[config.mk]
export PLATFORM = sky130hd
export DESIGN_NAME = address_lease_table_engine
export DESIGN_NICKNAME = d
export VERILOG_FILES = /design/src/rtl/altab_pkg.sv /design/src/rtl/address_lease_table_engine.sv
export SDC_FILE = /design/constraint.sdc
export NUM_CORES = 2
export LEC_CHECK = 0
export ABC_CLOCK_PERIOD_IN_PS = 33200
export BUFFER_PORTS_ARGS = -buffer_cell sky130_fd_sc_hd__buf_2
export CELL_PAD_IN_SITES_DETAIL_PLACEMENT = 1
export CELL_PAD_IN_SITES_GLOBAL_PLACEMENT = 1
export CORE_AREA = 2 2 397 399
export DETAILED_ROUTE_END_ITERATION = 10
export DIE_AREA = 0 0 399 401
export GPL_TIMING_DRIVEN = 0
export PLACE_DENSITY_LB_ADDON = 0.15
export SYNTH_ARGS = -nofsm -noshare
export SYNTH_HDL_FRONTEND = slang
export SYNTH_SLANG_ARGS = --single-unit
[constraint.sdc]
create_clock -name clk -period 33.2 [get_ports clk]
set_input_delay 1.66 -clock clk [delete_from_list [all_inputs] [get_ports clk]]
set_output_delay 1.66 -clock clk [all_outputs]
set_load 0.01 [all_outputs]
[src/rtl/altab_pkg.sv]
package altab_pkg;

    localparam int LEASE_ENTRIES = 16;
    localparam int PROBE_LIMIT   = 2;

    localparam int IDX_W = (LEASE_ENTRIES > 1) ? $clog2(LEASE_ENTRIES) : 1;
    localparam int CNT_W = $clog2(LEASE_ENTRIES + 1);
    localparam int PRB_W = $clog2(PROBE_LIMIT + 1);

    localparam int HW_W   = 48;
    localparam int ADDR_W = 32;
    localparam int ENT_W  = HW_W + ADDR_W;
    localparam int PADDR_W = 4;

    localparam logic [ADDR_W-1:0] SERVER_ADDR_RST = 32'hC0A8_0101;
    localparam logic [ADDR_W-1:0] POOL_FIRST_RST  = 32'hC0A8_0101;
    localparam logic [ADDR_W-1:0] POOL_LAST_RST   = 32'hC0A8_01FD;
    localparam logic [ADDR_W-1:0] SUBNET_MASK_RST = 32'hFFFF_FF00;

    localparam logic [1:0] REG_SERVER_ADDR = 2'd0;
    localparam logic [1:0] REG_POOL_FIRST  = 2'd1;
    localparam logic [1:0] REG_POOL_LAST   = 2'd2;
    localparam logic [1:0] REG_SUBNET_MASK = 2'd3;

    localparam logic CMD_DISCOVER = 1'b0;
    localparam logic CMD_REQUEST  = 1'b1;

    localparam logic [1:0] KIND_NONE  = 2'd0;
    localparam logic [1:0] KIND_OFFER = 2'd1;
    localparam logic [1:0] KIND_ACK   = 2'd2;
    localparam logic [1:0] KIND_NAK   = 2'd3;

    localparam logic [1:0] CAUSE_NONE   = 2'd0;
    localparam logic [1:0] CAUSE_SUBNET = 2'd1;
    localparam logic [1:0] CAUSE_POOL   = 2'd2;
    localparam logic [1:0] CAUSE_OWNED  = 2'd3;

endpackage

[src/rtl/address_lease_table_engine.sv]
// each word takes k = 1 to PROBE_LIMIT + 1 table scans of LEASE_ENTRIES entries; a request
// rejected on identifier, subnet or pool answers without a table scan
// one word at a time, the single-port lease memory being read once per entry per scan;
// busy stays high until the result strobe
// the receiver cannot stall: done is high for exactly one cycle with the result
// reset: rst_n asynchronous active low, clears the valid bits and loads register defaults
module address_lease_table_engine (
    input  logic                          clk,
    input  logic                          rst_n,
    input  logic                          psel,
    input  logic                          penable,
    input  logic                          pwrite,
    input  logic [altab_pkg::PADDR_W-1:0] paddr,
    input  logic [31:0]                   pwdata,
    output logic [31:0]                   prdata,
    output logic                          pready,
    input  logic                          start,
    output logic                          busy,
    input  logic                          cmd,
    input  logic [47:0]                   client_hw,
    input  logic                          has_wanted,
    input  logic [31:0]                   wanted_addr,
    input  logic                          has_server_ident,
    input  logic [31:0]                   server_ident,
    output logic                          done,
    output logic [1:0]                    reply_kind,
    output logic [31:0]                   given_addr,
    output logic                          outcome,
    output logic [1:0]                    nak_cause
);
    import altab_pkg::*;

    typedef enum logic [1:0] {S_IDLE, S_SCAN, S_DECIDE} state_t;
    // what the current scan is for
    typedef enum logic [1:0] {PH_LOOK, PH_PROBE, PH_WANT} phase_t;

    // configuration registers
    logic [ADDR_W-1:0] server_addr_reg, pool_first_reg, pool_last_reg, subnet_mask_reg;

    // lease memory: hardware address above, ip address below
    logic [ENT_W-1:0] mem [LEASE_ENTRIES];
    logic [ENT_W-1:0] rd_data_reg;
    logic [LEASE_ENTRIES-1:0] valid_reg;

    state_t state_reg;
    phase_t phase_reg;

    // latched word
    logic              cmd_reg;
    logic [HW_W-1:0]   hw_reg;
    logic [ADDR_W-1:0] tgt_reg;
    logic [PRB_W-1:0]  nprobe_reg;

    // scan sequencing and gathered flags
    logic [CNT_W-1:0]  cnt_reg;
    logic              pend_reg;
    logic [IDX_W-1:0]  pend_idx_reg;
    logic              hwf_reg, fr_reg, taken_reg, owned_reg;
    logic [IDX_W-1:0]  hw_idx_reg, fr_idx_reg;
    logic [ADDR_W-1:0] hw_addr_reg;

    // result
    logic              done_reg;
    logic [1:0]        kind_reg, cause_reg;
    logic [ADDR_W-1:0] addr_reg;
    logic              full_reg;

    // apb
    logic cfg_we;
    assign cfg_we = psel && penable && pwrite;
    assign pready = 1'b1;

    always_comb
    begin
        case (paddr[3:2])
            REG_SERVER_ADDR: prdata = server_addr_reg;
            REG_POOL_FIRST:  prdata = pool_first_reg;
            REG_POOL_LAST:   prdata = pool_last_reg;
            REG_SUBNET_MASK: prdata = subnet_mask_reg;
            default:         prdata = '0;
        endcase
    end

    always_ff @(posedge clk or negedge rst_n)
    begin
        if (!rst_n)
        begin
            server_addr_reg <= SERVER_ADDR_RST;
            pool_first_reg  <= POOL_FIRST_RST;
            pool_last_reg   <= POOL_LAST_RST;
            subnet_mask_reg <= SUBNET_MASK_RST;
        end
        else if (cfg_we)
        begin
            case (paddr[3:2])
                REG_SERVER_ADDR: server_addr_reg <= pwdata;
                REG_POOL_FIRST:  pool_first_reg  <= pwdata;
                REG_POOL_LAST:   pool_last_reg   <= pwdata;
                REG_SUBNET_MASK: subnet_mask_reg <= pwdata;
                default:         server_addr_reg <= server_addr_reg;
            endcase
        end
    end

    // pool helpers
    logic              srv_in;
    logic [ADDR_W-1:0] first_probe, probe_inc, probe_step, fallback;
    assign srv_in = (server_addr_reg >= pool_first_reg) && (server_addr_reg <= pool_last_reg);

    // skip the server's own address inside the pool
    function automatic logic [ADDR_W-1:0] skip_srv(input logic [ADDR_W-1:0] p,
                                                    input logic [ADDR_W-1:0] srv,
                                                    input logic [ADDR_W-1:0] lo,
                                                    input logic [ADDR_W-1:0] hi,
                                                    input logic sin);
        logic [ADDR_W-1:0] r;
        r = p;
        if (p == srv && sin)
            r = (p < hi) ? p + 1'b1 : lo;
        return r;
    endfunction

    assign first_probe = skip_srv(pool_first_reg, server_addr_reg, pool_first_reg,
                                  pool_last_reg, srv_in);
    assign probe_inc   = tgt_reg + 1'b1;
    assign probe_step  = (probe_inc > pool_last_reg) ? pool_first_reg : probe_inc;
    assign fallback    = (srv_in && pool_first_reg == server_addr_reg)
                         ? pool_first_reg + 1'b1 : pool_first_reg;

    // decision after a scan
    logic              fin, next_probe, wr_en;
    logic [IDX_W-1:0]  wr_idx;
    logic [ADDR_W-1:0] wr_addr;
    logic [1:0]        fin_kind, fin_cause;
    logic [ADDR_W-1:0] fin_addr;
    logic              fin_full;
    logic              probe_end;
    logic [1:0]        ok_kind;

    assign ok_kind   = (cmd_reg == CMD_DISCOVER) ? KIND_OFFER : KIND_ACK;
    assign probe_end = (probe_step == pool_first_reg)
                       || (nprobe_reg + 1'b1 == PRB_W'(PROBE_LIMIT));

    always_comb
    begin
        fin        = 1'b0;
        next_probe = 1'b0;
        wr_en      = 1'b0;
        wr_idx     = fr_idx_reg;
        wr_addr    = tgt_reg;
        fin_kind   = KIND_NONE;
        fin_cause  = CAUSE_NONE;
        fin_addr   = '0;
        fin_full   = 1'b0;
        if (state_reg == S_DECIDE)
        begin
            case (phase_reg)
                PH_LOOK:
                begin
                    if (hwf_reg)
                    begin
                        fin      = 1'b1;
                        fin_kind = KIND_OFFER;
                        fin_addr = hw_addr_reg;
                    end
                end
                PH_PROBE:
                begin
                    if (!taken_reg)
                    begin
                        fin = 1'b1;
                        if (fr_reg)
                        begin
                            wr_en    = 1'b1;
                            fin_kind = ok_kind;
                            fin_addr = tgt_reg;
                        end
                        else
                        begin
                            fin_kind = (cmd_reg == CMD_DISCOVER) ? KIND_OFFER : KIND_NONE;
                            fin_full = 1'b1;
                        end
                    end
                    else if (owned_reg)
                    begin
                        fin      = 1'b1;
                        fin_kind = ok_kind;
                        fin_addr = tgt_reg;
                    end
                    else if (!probe_end)
                    begin
                        next_probe = 1'b1;
                    end
                    else
                    begin
                        // probes used up: fall back to the pool start
                        fin     = 1'b1;
                        wr_addr = fallback;
                        if (fr_reg)
                        begin
                            wr_en    = 1'b1;
                            fin_kind = ok_kind;
                            fin_addr = fallback;
                        end
                        else if (cmd_reg == CMD_DISCOVER)
                        begin
                            fin_kind = KIND_OFFER;
                            fin_addr = fallback;
                            fin_full = 1'b1;
                        end
                        else
                        begin
                            fin_full = 1'b1;
                        end
                    end
                end
                PH_WANT:
                begin
                    fin = 1'b1;
                    if (taken_reg && !owned_reg)
                    begin
                        fin_kind  = KIND_NAK;
                        fin_cause = CAUSE_OWNED;
                    end
                    else if (hwf_reg)
                    begin
                        wr_en    = 1'b1;
                        wr_idx   = hw_idx_reg;
                        fin_kind = KIND_ACK;
                        fin_addr = tgt_reg;
                    end
                    else if (fr_reg)
                    begin
                        wr_en    = 1'b1;
                        fin_kind = KIND_ACK;
                        fin_addr = tgt_reg;
                    end
                    else
                    begin
                        fin_full = 1'b1;
                    end
                end
                default:
                begin
                    fin = 1'b1;
                end
            endcase
        end
    end

    // lease memory port
    logic issue;
    assign issue = (state_reg == S_SCAN) && (cnt_reg < CNT_W'(LEASE_ENTRIES));

    always_ff @(posedge clk)
    begin
        if (wr_en)
            mem[wr_idx] <= {hw_reg, wr_addr};
        if (issue)
            rd_data_reg <= mem[cnt_reg[IDX_W-1:0]];
    end

    // entry under test
    logic              e_valid, hw_hit, addr_hit;
    assign e_valid  = valid_reg[pend_idx_reg];
    assign hw_hit   = e_valid && (rd_data_reg[ENT_W-1:ADDR_W] == hw_reg);
    assign addr_hit = e_valid && (rd_data_reg[ADDR_W-1:0] == tgt_reg);

    logic start_ok;
    assign start_ok = start && (state_reg == S_IDLE);
    assign busy     = (state_reg != S_IDLE);

    always_ff @(posedge clk or negedge rst_n)
    begin
        if (!rst_n)
        begin
            state_reg    <= S_IDLE;
            phase_reg    <= PH_LOOK;
            valid_reg    <= '0;
            cnt_reg      <= '0;
            pend_reg     <= 1'b0;
            pend_idx_reg <= '0;
            done_reg     <= 1'b0;
            cmd_reg      <= CMD_DISCOVER;
            hw_reg       <= '0;
            tgt_reg      <= '0;
            nprobe_reg   <= '0;
            hwf_reg      <= 1'b0;
            fr_reg       <= 1'b0;
            taken_reg    <= 1'b0;
            owned_reg    <= 1'b0;
            hw_idx_reg   <= '0;
            fr_idx_reg   <= '0;
            hw_addr_reg  <= '0;
            kind_reg     <= KIND_NONE;
            cause_reg    <= CAUSE_NONE;
            addr_reg     <= '0;
            full_reg     <= 1'b0;
        end
        else
        begin
            done_reg <= 1'b0;
            if (wr_en)
                valid_reg[wr_idx] <= 1'b1;
            case (state_reg)
                S_IDLE:
                begin
                    if (start_ok)
                    begin
                        cmd_reg    <= cmd;
                        hw_reg     <= client_hw;
                        nprobe_reg <= '0;
                        cnt_reg    <= '0;
                        hwf_reg    <= 1'b0;
                        fr_reg     <= 1'b0;
                        taken_reg  <= 1'b0;
                        owned_reg  <= 1'b0;
                        kind_reg   <= KIND_NONE;
                        cause_reg  <= CAUSE_NONE;
                        addr_reg   <= '0;
                        full_reg   <= 1'b0;
                        if (cmd == CMD_DISCOVER)
                        begin
                            phase_reg <= PH_LOOK;
                            tgt_reg   <= first_probe;
                            state_reg <= S_SCAN;
                        end
                        else if (has_server_ident && server_ident != server_addr_reg)
                        begin
                            // foreign server: silent
                            done_reg <= 1'b1;
                        end
                        else if (!has_wanted)
                        begin
                            phase_reg <= PH_PROBE;
                            tgt_reg   <= first_probe;
                            state_reg <= S_SCAN;
                        end
                        else if ((wanted_addr & subnet_mask_reg)
                                 != (server_addr_reg & subnet_mask_reg))
                        begin
                            kind_reg  <= KIND_NAK;
                            cause_reg <= CAUSE_SUBNET;
                            done_reg  <= 1'b1;
                        end
                        else if (wanted_addr < pool_first_reg || wanted_addr > pool_last_reg)
                        begin
                            kind_reg  <= KIND_NAK;
                            cause_reg <= CAUSE_POOL;
                            done_reg  <= 1'b1;
                        end
                        else
                        begin
                            phase_reg <= PH_WANT;
                            tgt_reg   <= wanted_addr;
                            state_reg <= S_SCAN;
                        end
                    end
                end
                S_SCAN:
                begin
                    pend_reg     <= issue;
                    pend_idx_reg <= cnt_reg[IDX_W-1:0];
                    if (issue)
                        cnt_reg <= cnt_reg + 1'b1;
                    if (pend_reg)
                    begin
                        if (hw_hit && !hwf_reg)
                        begin
                            hwf_reg     <= 1'b1;
                            hw_idx_reg  <= pend_idx_reg;
                            hw_addr_reg <= rd_data_reg[ADDR_W-1:0];
                        end
                        if (!e_valid && !fr_reg)
                        begin
                            fr_reg     <= 1'b1;
                            fr_idx_reg <= pend_idx_reg;
                        end
                        if (addr_hit)
                            taken_reg <= 1'b1;
                        if (addr_hit && hw_hit)
                            owned_reg <= 1'b1;
                    end
                    if (!issue && !pend_reg)
                        state_reg <= S_DECIDE;
                end
                S_DECIDE:
                begin
                    if (fin)
                    begin
                        kind_reg  <= fin_kind;
                        cause_reg <= fin_cause;
                        addr_reg  <= fin_addr;
                        full_reg  <= fin_full;
                        done_reg  <= 1'b1;
                        state_reg <= S_IDLE;
                    end
                    else
                    begin
                        // rescan for the next probe address, or for the first one after the lookup scan
                        if (next_probe)
                        begin
                            tgt_reg    <= skip_srv(probe_step, server_addr_reg,
                                                   pool_first_reg, pool_last_reg, srv_in);
                            nprobe_reg <= nprobe_reg + 1'b1;
                        end
                        else
                        begin
                            tgt_reg    <= first_probe;
                            nprobe_reg <= '0;
                        end
                        phase_reg <= PH_PROBE;
                        cnt_reg   <= '0;
                        hwf_reg   <= 1'b0;
                        fr_reg    <= 1'b0;
                        taken_reg <= 1'b0;
                        owned_reg <= 1'b0;
                        state_reg <= S_SCAN;
                    end
                end
                default:
                begin
                    state_reg <= S_IDLE;
                end
            endcase
        end
    end

    assign done       = done_reg;
    assign reply_kind = kind_reg;
    assign given_addr = addr_reg;
    assign outcome    = full_reg;
    assign nak_cause  = cause_reg;

endmodule
Yosys cells after proc, flatten, opt, wreduce, memory -nomap -nowiden
Memories as Yosys holds them, arrays and structs flattened. A register that Yosys moved wholly into a read port is not among the register bits.
Index checks and enable logic that the tools add are counted.
{"block": "word_totals", "reg_bits": 323, "ramBits": 1280, "in_bits": 157, "out_inout_bits": 72, "elab_cells": 268, "memories": 1}
{"block": "op_classes", "n_addsub": 5, "magnitude_cmp": 11, "n_eq_ne": 28, "n_mux": 148, "bitwise_logic": 3, "n_reduce_logical": 46}
{"name": "mem", "depth": 16, "word_bits": 80, "rd": 1, "rd_ports_with_merged_regs": 1, "wr": 1, "line_no": "address_lease_table_engine.sv:41", "rtl": "logic [ENT_W-1:0] mem [LEASE_ENTRIES];"}
{"cell": "$mux 32", "n": 30}
{"cell": "$eq 32x32->1", "n": 4}
{"cell": "$pmux 32 s2", "n": 2}
{"cell": "$pmux 32 s4", "n": 1}
{"cell": "$add 32x1->32 const B", "n": 3}
{"cell": "$lt 32x32->1", "n": 3}
{"cell": "$pmux 32 s3", "n": 1}
{"cell": "$mux 2", "n": 41}
{"cell": "$and 32x32->32", "n": 2}
{"cell": "$gt 32x32->1", "n": 2}
{"cell": "$ne 32x32->1", "n": 2}
{"cell": "$eq 48x48->1", "n": 1}
{"cell": "$mux 1", "n": 48}
{"cell": "$ge 32x32->1", "n": 1}
{"cell": "$le 32x32->1", "n": 1}
{"cell": "$reduce_and 5->1", "n": 5}
{"cell": "$logic_and 1x1->1", "n": 16}
{"cell": "$mux 4", "n": 4}
{"cell": "$or 16x16->16", "n": 1}
{"cell": "$pmux 2 s2", "n": 4}
{"cell": "$mux 5", "n": 3}
{"cell": "$pmux 5 s3", "n": 1}
{"cell": "$ne 2x2->1 const B", "n": 6}
{"cell": "$pmux 1 s3", "n": 4}
{"cell": "23 further kinds", "n": 55}

Longest topological paths before layout
{"block": "depth", "ltp_word": 13, "mapped_depth": 35, "mapped_depth_nobuf": 27}

Least setup slack after synthesis
No wires, ideal clock.
{"block": "synth_timing", "kind": "register to register", "start": "register tgt_reg[1]", "end": "memory mem[5][0] (netlist name), enable pin", "setup_time_ps": 718, "t_arrival_ps": 11938, "required_ps": 32482, "setup_slack_ps": 20544, "stages_incl_launch_ff": 19, "path_buffers": 1, "synth_period_minus_slack_ps": 12656, "path_cell_list": "dfrtp_1 -> ha_1 -> nand3_1 -> or4_1 -> nor3_1 -> xnor2_1 -> inv_1 -> ha_1 -> nand4_1 -> nor4_1 -> nor2b_1 -> o31ai_1 -> nand2_1 -> clkbuf_1 -> nor2_1 -> o21ai_4 -> a22oi_1 -> o31a_1 -> nor4_1"}
{"block": "synth_via", "elab_chain_len": 12}
{"item": "start, declared", "line_no": "address_lease_table_engine.sv:51", "rtl": "logic [ADDR_W-1:0] tgt_reg;"}
{"item": "start signal, assigned", "line_no": "address_lease_table_engine.sv:325", "rtl": "tgt_reg <= first_probe;"}
{"item": "start signal, assigned", "line_no": "address_lease_table_engine.sv:336", "rtl": "tgt_reg <= first_probe;"}
{"item": "start signal, assigned", "line_no": "address_lease_table_engine.sv:355", "rtl": "tgt_reg <= wanted_addr;"}
{"item": "$add 32x1->32 (*)", "line_no": "address_lease_table_engine.sv:125", "rtl": "assign probe_inc = tgt_reg + 1'b1;"}
{"item": "$gt 32x32->1", "line_no": "address_lease_table_engine.sv:126", "rtl": "assign probe_step = (probe_inc > pool_last_reg) ? pool_first_reg : probe_inc;"}
{"item": "$mux 32 (*)", "line_no": "address_lease_table_engine.sv:126"}
{"item": "$eq 32x32->1 (*)", "line_no": "address_lease_table_engine.sv:141", "rtl": "assign probe_end = (probe_step == pool_first_reg)"}
{"item": "$logic_or 1x1->1 (*)", "line_no": "address_lease_table_engine.sv:142", "rtl": "|| (nprobe_reg + 1'b1 == PRB_W'(PROBE_LIMIT));"}
{"item": "$mux 1 (*)", "line_no": "address_lease_table_engine.sv:190", "rtl": "else if (!probe_end)"}
{"item": "$mux 1 (*)", "line_no": "address_lease_table_engine.sv:184", "rtl": "else if (owned_reg)"}
{"item": "$mux 1 (*)", "line_no": "address_lease_table_engine.sv:169", "rtl": "if (!taken_reg)"}
{"item": "$pmux 1 s2 (*)", "line_no": "address_lease_table_engine.sv:157", "rtl": "case (phase_reg)"}
{"item": "$mux 1 (*)", "line_no": "address_lease_table_engine.sv:155", "rtl": "if (state_reg == S_DECIDE)"}
{"item": "$mux 1 (*)", "line_no": "address_lease_table_engine.sv:257", "rtl": "if (wr_en)"}
{"item": "$mux 1 (implied by the code) (*)", "line_no": "address_lease_table_engine.sv:258", "rtl": "mem[wr_idx] <= {hw_reg, wr_addr};"}
{"item": "end, declared", "line_no": "address_lease_table_engine.sv:41"}
Mark *: on every way between the ends. The rest lies on a longest branch, timed or not.

Worst setup path after layout
{"block": "layout_timing", "start": "register tgt_reg[4]", "end": "register tgt_reg[19]"}
{"block": "layout_via", "elab_chain_len": 13, "word_cells_on_any_way": 26, "cone_classes": "2 x add/sub; 2 x order compare; 3 x eq/ne; 16 x mux; 3 x reduce/logical"}
{"item": "$add 32x1->32 (*)", "line_no": "address_lease_table_engine.sv:125"}
{"item": "$gt 32x32->1", "line_no": "address_lease_table_engine.sv:126"}
{"item": "$mux 32 (*)", "line_no": "address_lease_table_engine.sv:126"}
{"item": "branches (longest 10 deep; another with $add 32x1->32)"}
Every way passes the cells marked *. The select of a mux whose other input is x is not followed.
A chain may end at the register's enable or synchronous reset.

==> summary.md <==
| Metric | Value |
|---|---|
| Status | `complete, but fails checks` |
| Failing checks | `capacitance limit` |
| CP startpoint kind | `flop` |
| Max FFs per register | `1280` |
| Worst clock skew | `0.0803 ns` |
| #FFs+latches synth | `1683` |
| CTS Buffer Depth | `3` |
| CTS H-tree lvls | `4` |
| Kind of critical path | `flop to flop` |
| Chip Width | `399 um` |
| Critical Path RT | `33.87 ns` |
| Setup Buffers After CTS | `0` |
| Initial core utilization | `49.8%` |
| Largest stage delay, worst path | `1.15 ns` |
| Register area share after synthesis | `63.2%` |
| Max Freq | `71.1 MHz` |
| DR vias/cell | `6.54` |
| Final Cycle Share | `42.4%` |
| DIE AREA | `160000 um2` |
| CTS root buffer | `clkbuf_16` |
| Total negative slack | `0 ns` |
| Post-synth EDFFs | `1360` |
| RePlAce Congestion | `0.986` |
| Worst min path class | `flop to flop` |
| Synthesized instance count | `4850` |
| Layout cells sized above 1 | `26.7%` |
| Top FF cell, synth | `edfxtp_1` |
| GR Overflow Total | `0` |
| Post-Synthesis Cell Area | `77500 um2` |
| Final HPWL DP | `208 mm` |
| Wire length per cell | `37.0 um` |
| Switching Fraction | `37.7%` |
| Post-route ant nets | `0` |
| P_leak | `31.9 nW` |
| RSZ-0062 raised after global routing | `no` |
| Area growth, synth to finish | `16.3%` |
| Setup violators final | `0` |
| Count of cell types in the netlist | `92` |
| Sequential cell fraction of total power | `37.0%` |
| Overall power | `0.00813 W` |
| CTS clock-pin slew for the worst setup and hold paths | `0.07 ns` |
| Initial antenna violation count | `7` |
| Chip height | `401 um` |
| CP max FO | `10` |
| Slew HR | `0.306%` |
| Clock share of power | `26.2%` |
| NetSw | `0.00307 W` |
| Num Clock Sinks | `1683` |
| CTS Hold Buffers Added | `0` |
| DR DRC count | `0` |
| Comb power frac | `36.8%` |
| Worst-Margin Slew | `1.50 ns` |
| CTS tree | `done` |
| Post-CTS sizing | `0` |
| Vias | `50200` |
| First-pass GRT wire length | `400 mm` |
| Num CTS Buffers | `175` |
| Syn nets | `5236` |
| Warnings from Yosys | `0` |
| Nets | `5856` |
| I/O Buffers | `223` |
| Slowest-stage cell, CP | `nor4_1` |
| PD cells | `90.3 nW/um2` |
| Row cnt | `145` |
| Power Internal | `0.00507 W` |
| Fin. max-slew vios | `0` |
| Largest net degree at the start of global routing | `105` |
| Post-synth ARST share | `19.2%` |
| Min Clock Period, post-route | `14.07 ns` |
| Hold Violations, Final | `0` |
| Final WS setup | `19.13 ns` |
| Most used cell, CP | `clkbuf_1` |
| Post-Syn Area per Cell | `16.0 um2` |
| Gr usage total | `35.8%` |
| Max-cap viol count | `2` |
| Setup slack after placement | `19.76 ns` |
| # IOs | `229` |
| Core area | `156000 um2` |
| Max IR drop VDD | `59.5 uV` |
| Skew-Pair Late Insertion Delay | `0.86 ns` |
| CP arrival | `14.75 ns` |
| DRT Pass-1 Iters | `7` |
| Crit end category | `flop` |
| Vias in the first global route | `52900` |
| Total length of routed wires | `284 mm` |
| Initial DRC Count | `5675` |
[final timing paths]
| check | startpoint | end | slack (ns) | cells after the start |
|---|---|---|---|---|
| setup / recovery | tgt_reg[4] | tgt_reg[19] | 19.13 | 28 |
| hold / removal | valid_reg[14] | valid_reg[14] | 0.47 | 1 |
| setup reg to reg | tgt_reg[4] | tgt_reg[19] | 19.13 | 28 |
| hold reg to reg | valid_reg[14] | valid_reg[14] | 0.47 | 1 |
| max in group asynchronous | rst_n | valid_reg[8] | 30.96 | 3 |
| min in group asynchronous | rst_n | pool_last_reg[24] | 0.78 | 1 |
[cells by family after synthesis]
group                    after synthesis  synth area share (%)
AND/OR/NAND/NOR                      883                  5.77
AO/OA/AOI/OAI                        691                  5.85
adder cells (fa/ha/maj)              229                  3.70
other                                  1               0.00484
buffers and inverters                417                  2.06
multiplexers                         665                  16.0
XOR/XNOR                             281                  3.43
flip-flops                          1683                  63.2
[cell usage after synthesis (50+ instances only)]
library cell / number / share of area, %
o21ai_0: 231 / 1.5
xnor2_1: 156 / 1.8
ha_1: 229 / 3.7
clkbuf_1: 224 / 1.1
inv_1: 112 / 0.54
dfstp_2: 51 / 1.7
buf_1: 50 / 0.24
nand4_1: 94 / 0.76
xor2_1: 111 / 1.3
a21o_1: 57 / 0.55
nand3_1: 59 / 0.38
mux4_2: 437 / 13
edfxtp_1: 1360 / 53
a21oi_1: 110 / 0.71
nor2_1: 99 / 0.48
nor3_1: 68 / 0.44
dfrtp_1: 272 / 8.8
mux2_2: 204 / 3.0
nand2_1: 320 / 1.5
[per-layer routing]
layer / vias to the layer above / global-route usage [%] / wire, um
li1: 20500 / - / -
met2: 2668 / 59.0 / 139000
met3: 774 / 5.96 / 20200
met5: - / 0 / 12
met4: 2 / 22.5 / 21100
met1: 26300 / 43.9 / 104000
[cell usage in the layout (no fill, tap or decap), types with 30 or more instances in the layout]
| cell | netlist | final |
|---|---|---|
| xor2_1 | 111 | 111 |
| nand3_1 | 59 | 59 |
| mux2_2 | 204 | 204 |
| edfxtp_1 | 1360 | 1360 |
| buf_6 | 0 | 132 |
| nor4_1 | 47 | 44 |
| buf_4 | 4 | 55 |
| nor3_1 | 68 | 54 |
| a31oi_1 | 30 | 30 |
| clkinv_2 | 0 | 32 |
| clkinv_1 | 11 | 30 |
| xnor2_1 | 156 | 156 |
| o21ai_0 | 231 | 214 |
| a222oi_1 | 33 | 33 |
| inv_1 | 112 | 112 |
| ha_1 | 229 | 229 |
| buf_8 | 0 | 31 |
| dfrtp_1 | 272 | 272 |
| a22oi_1 | 38 | 38 |
| clkbuf_16 | 0 | 176 |
| clkbuf_1 | 224 | 249 |
| a21o_1 | 57 | 57 |
| mux4_2 | 437 | 437 |
| buf_1 | 50 | 47 |
| nand4_1 | 94 | 94 |
| nor2_1 | 99 | 98 |
| dfstp_2 | 51 | 51 |
| a21oi_1 | 110 | 110 |
| buf_2 | 16 | 240 |
| nand2_1 | 320 | 320 |
[power groups by stage]
stage	Combinational [W]	Sequential, W	Clock [W]
after CTS	0.00296	0.00300	0.00215
final	0.00300	0.00301	0.00213
after global routing	0.00314	0.00304	0.00223
after detailed placement	0.00293	0.00304	0
after global placement	0.00281	0.00304	0
after floorplan	0.00181	0.00293	0
[stage by stage]
| stage | instance area [um2] | util [%] | hold WS (ns) | cells |
|---|---|---|---|---|
| global route | 90100 | 57.9 | 0.491 | 7681 |
| global placement | 81200 | 52.2 | 0.442 | 7131 |
| finish | 90100 | 57.9 | 0.475 | 7681 |
| floorplan | 77500 | - | 0.428 | 4850 |
| CTS | 90100 | 57.9 | 0.466 | 7677 |
| detailed placement | 83800 | 53.8 | 0.453 | 7348 |
[cell type report]
| type | count | area [um2] |
|---|---|---|
| Antenna cell | 1 | 2.50 |
| Fill cell | 14400 | 65600 |
| Clock buffer | 220 | 4730 |
| Buffer | 294 | 1150 |
| Sequential cell | 1683 | 49000 |
| Inverter | 123 | 462 |
| Tap cell | 2058 | 2570 |
| Clock inverter | 109 | 1550 |
| Timing Repair Buffer | 443 | 3620 |
| Multi-Input combinational cell | 2750 | 27000 |
[critical path: cells and delay by family, from the launching register on]
kind                     cells  cell delay (ns)
AND/OR/NAND/NOR              9             5.00
flip-flops                   1             0.33
adder cells (fa/ha/maj)      2             0.71
AO/OA/AOI/OAI                7             2.37
buffers and inverters        9             4.99
XOR/XNOR                     1             0.47
Note: power is estimated with default switching activity, not from simulation.
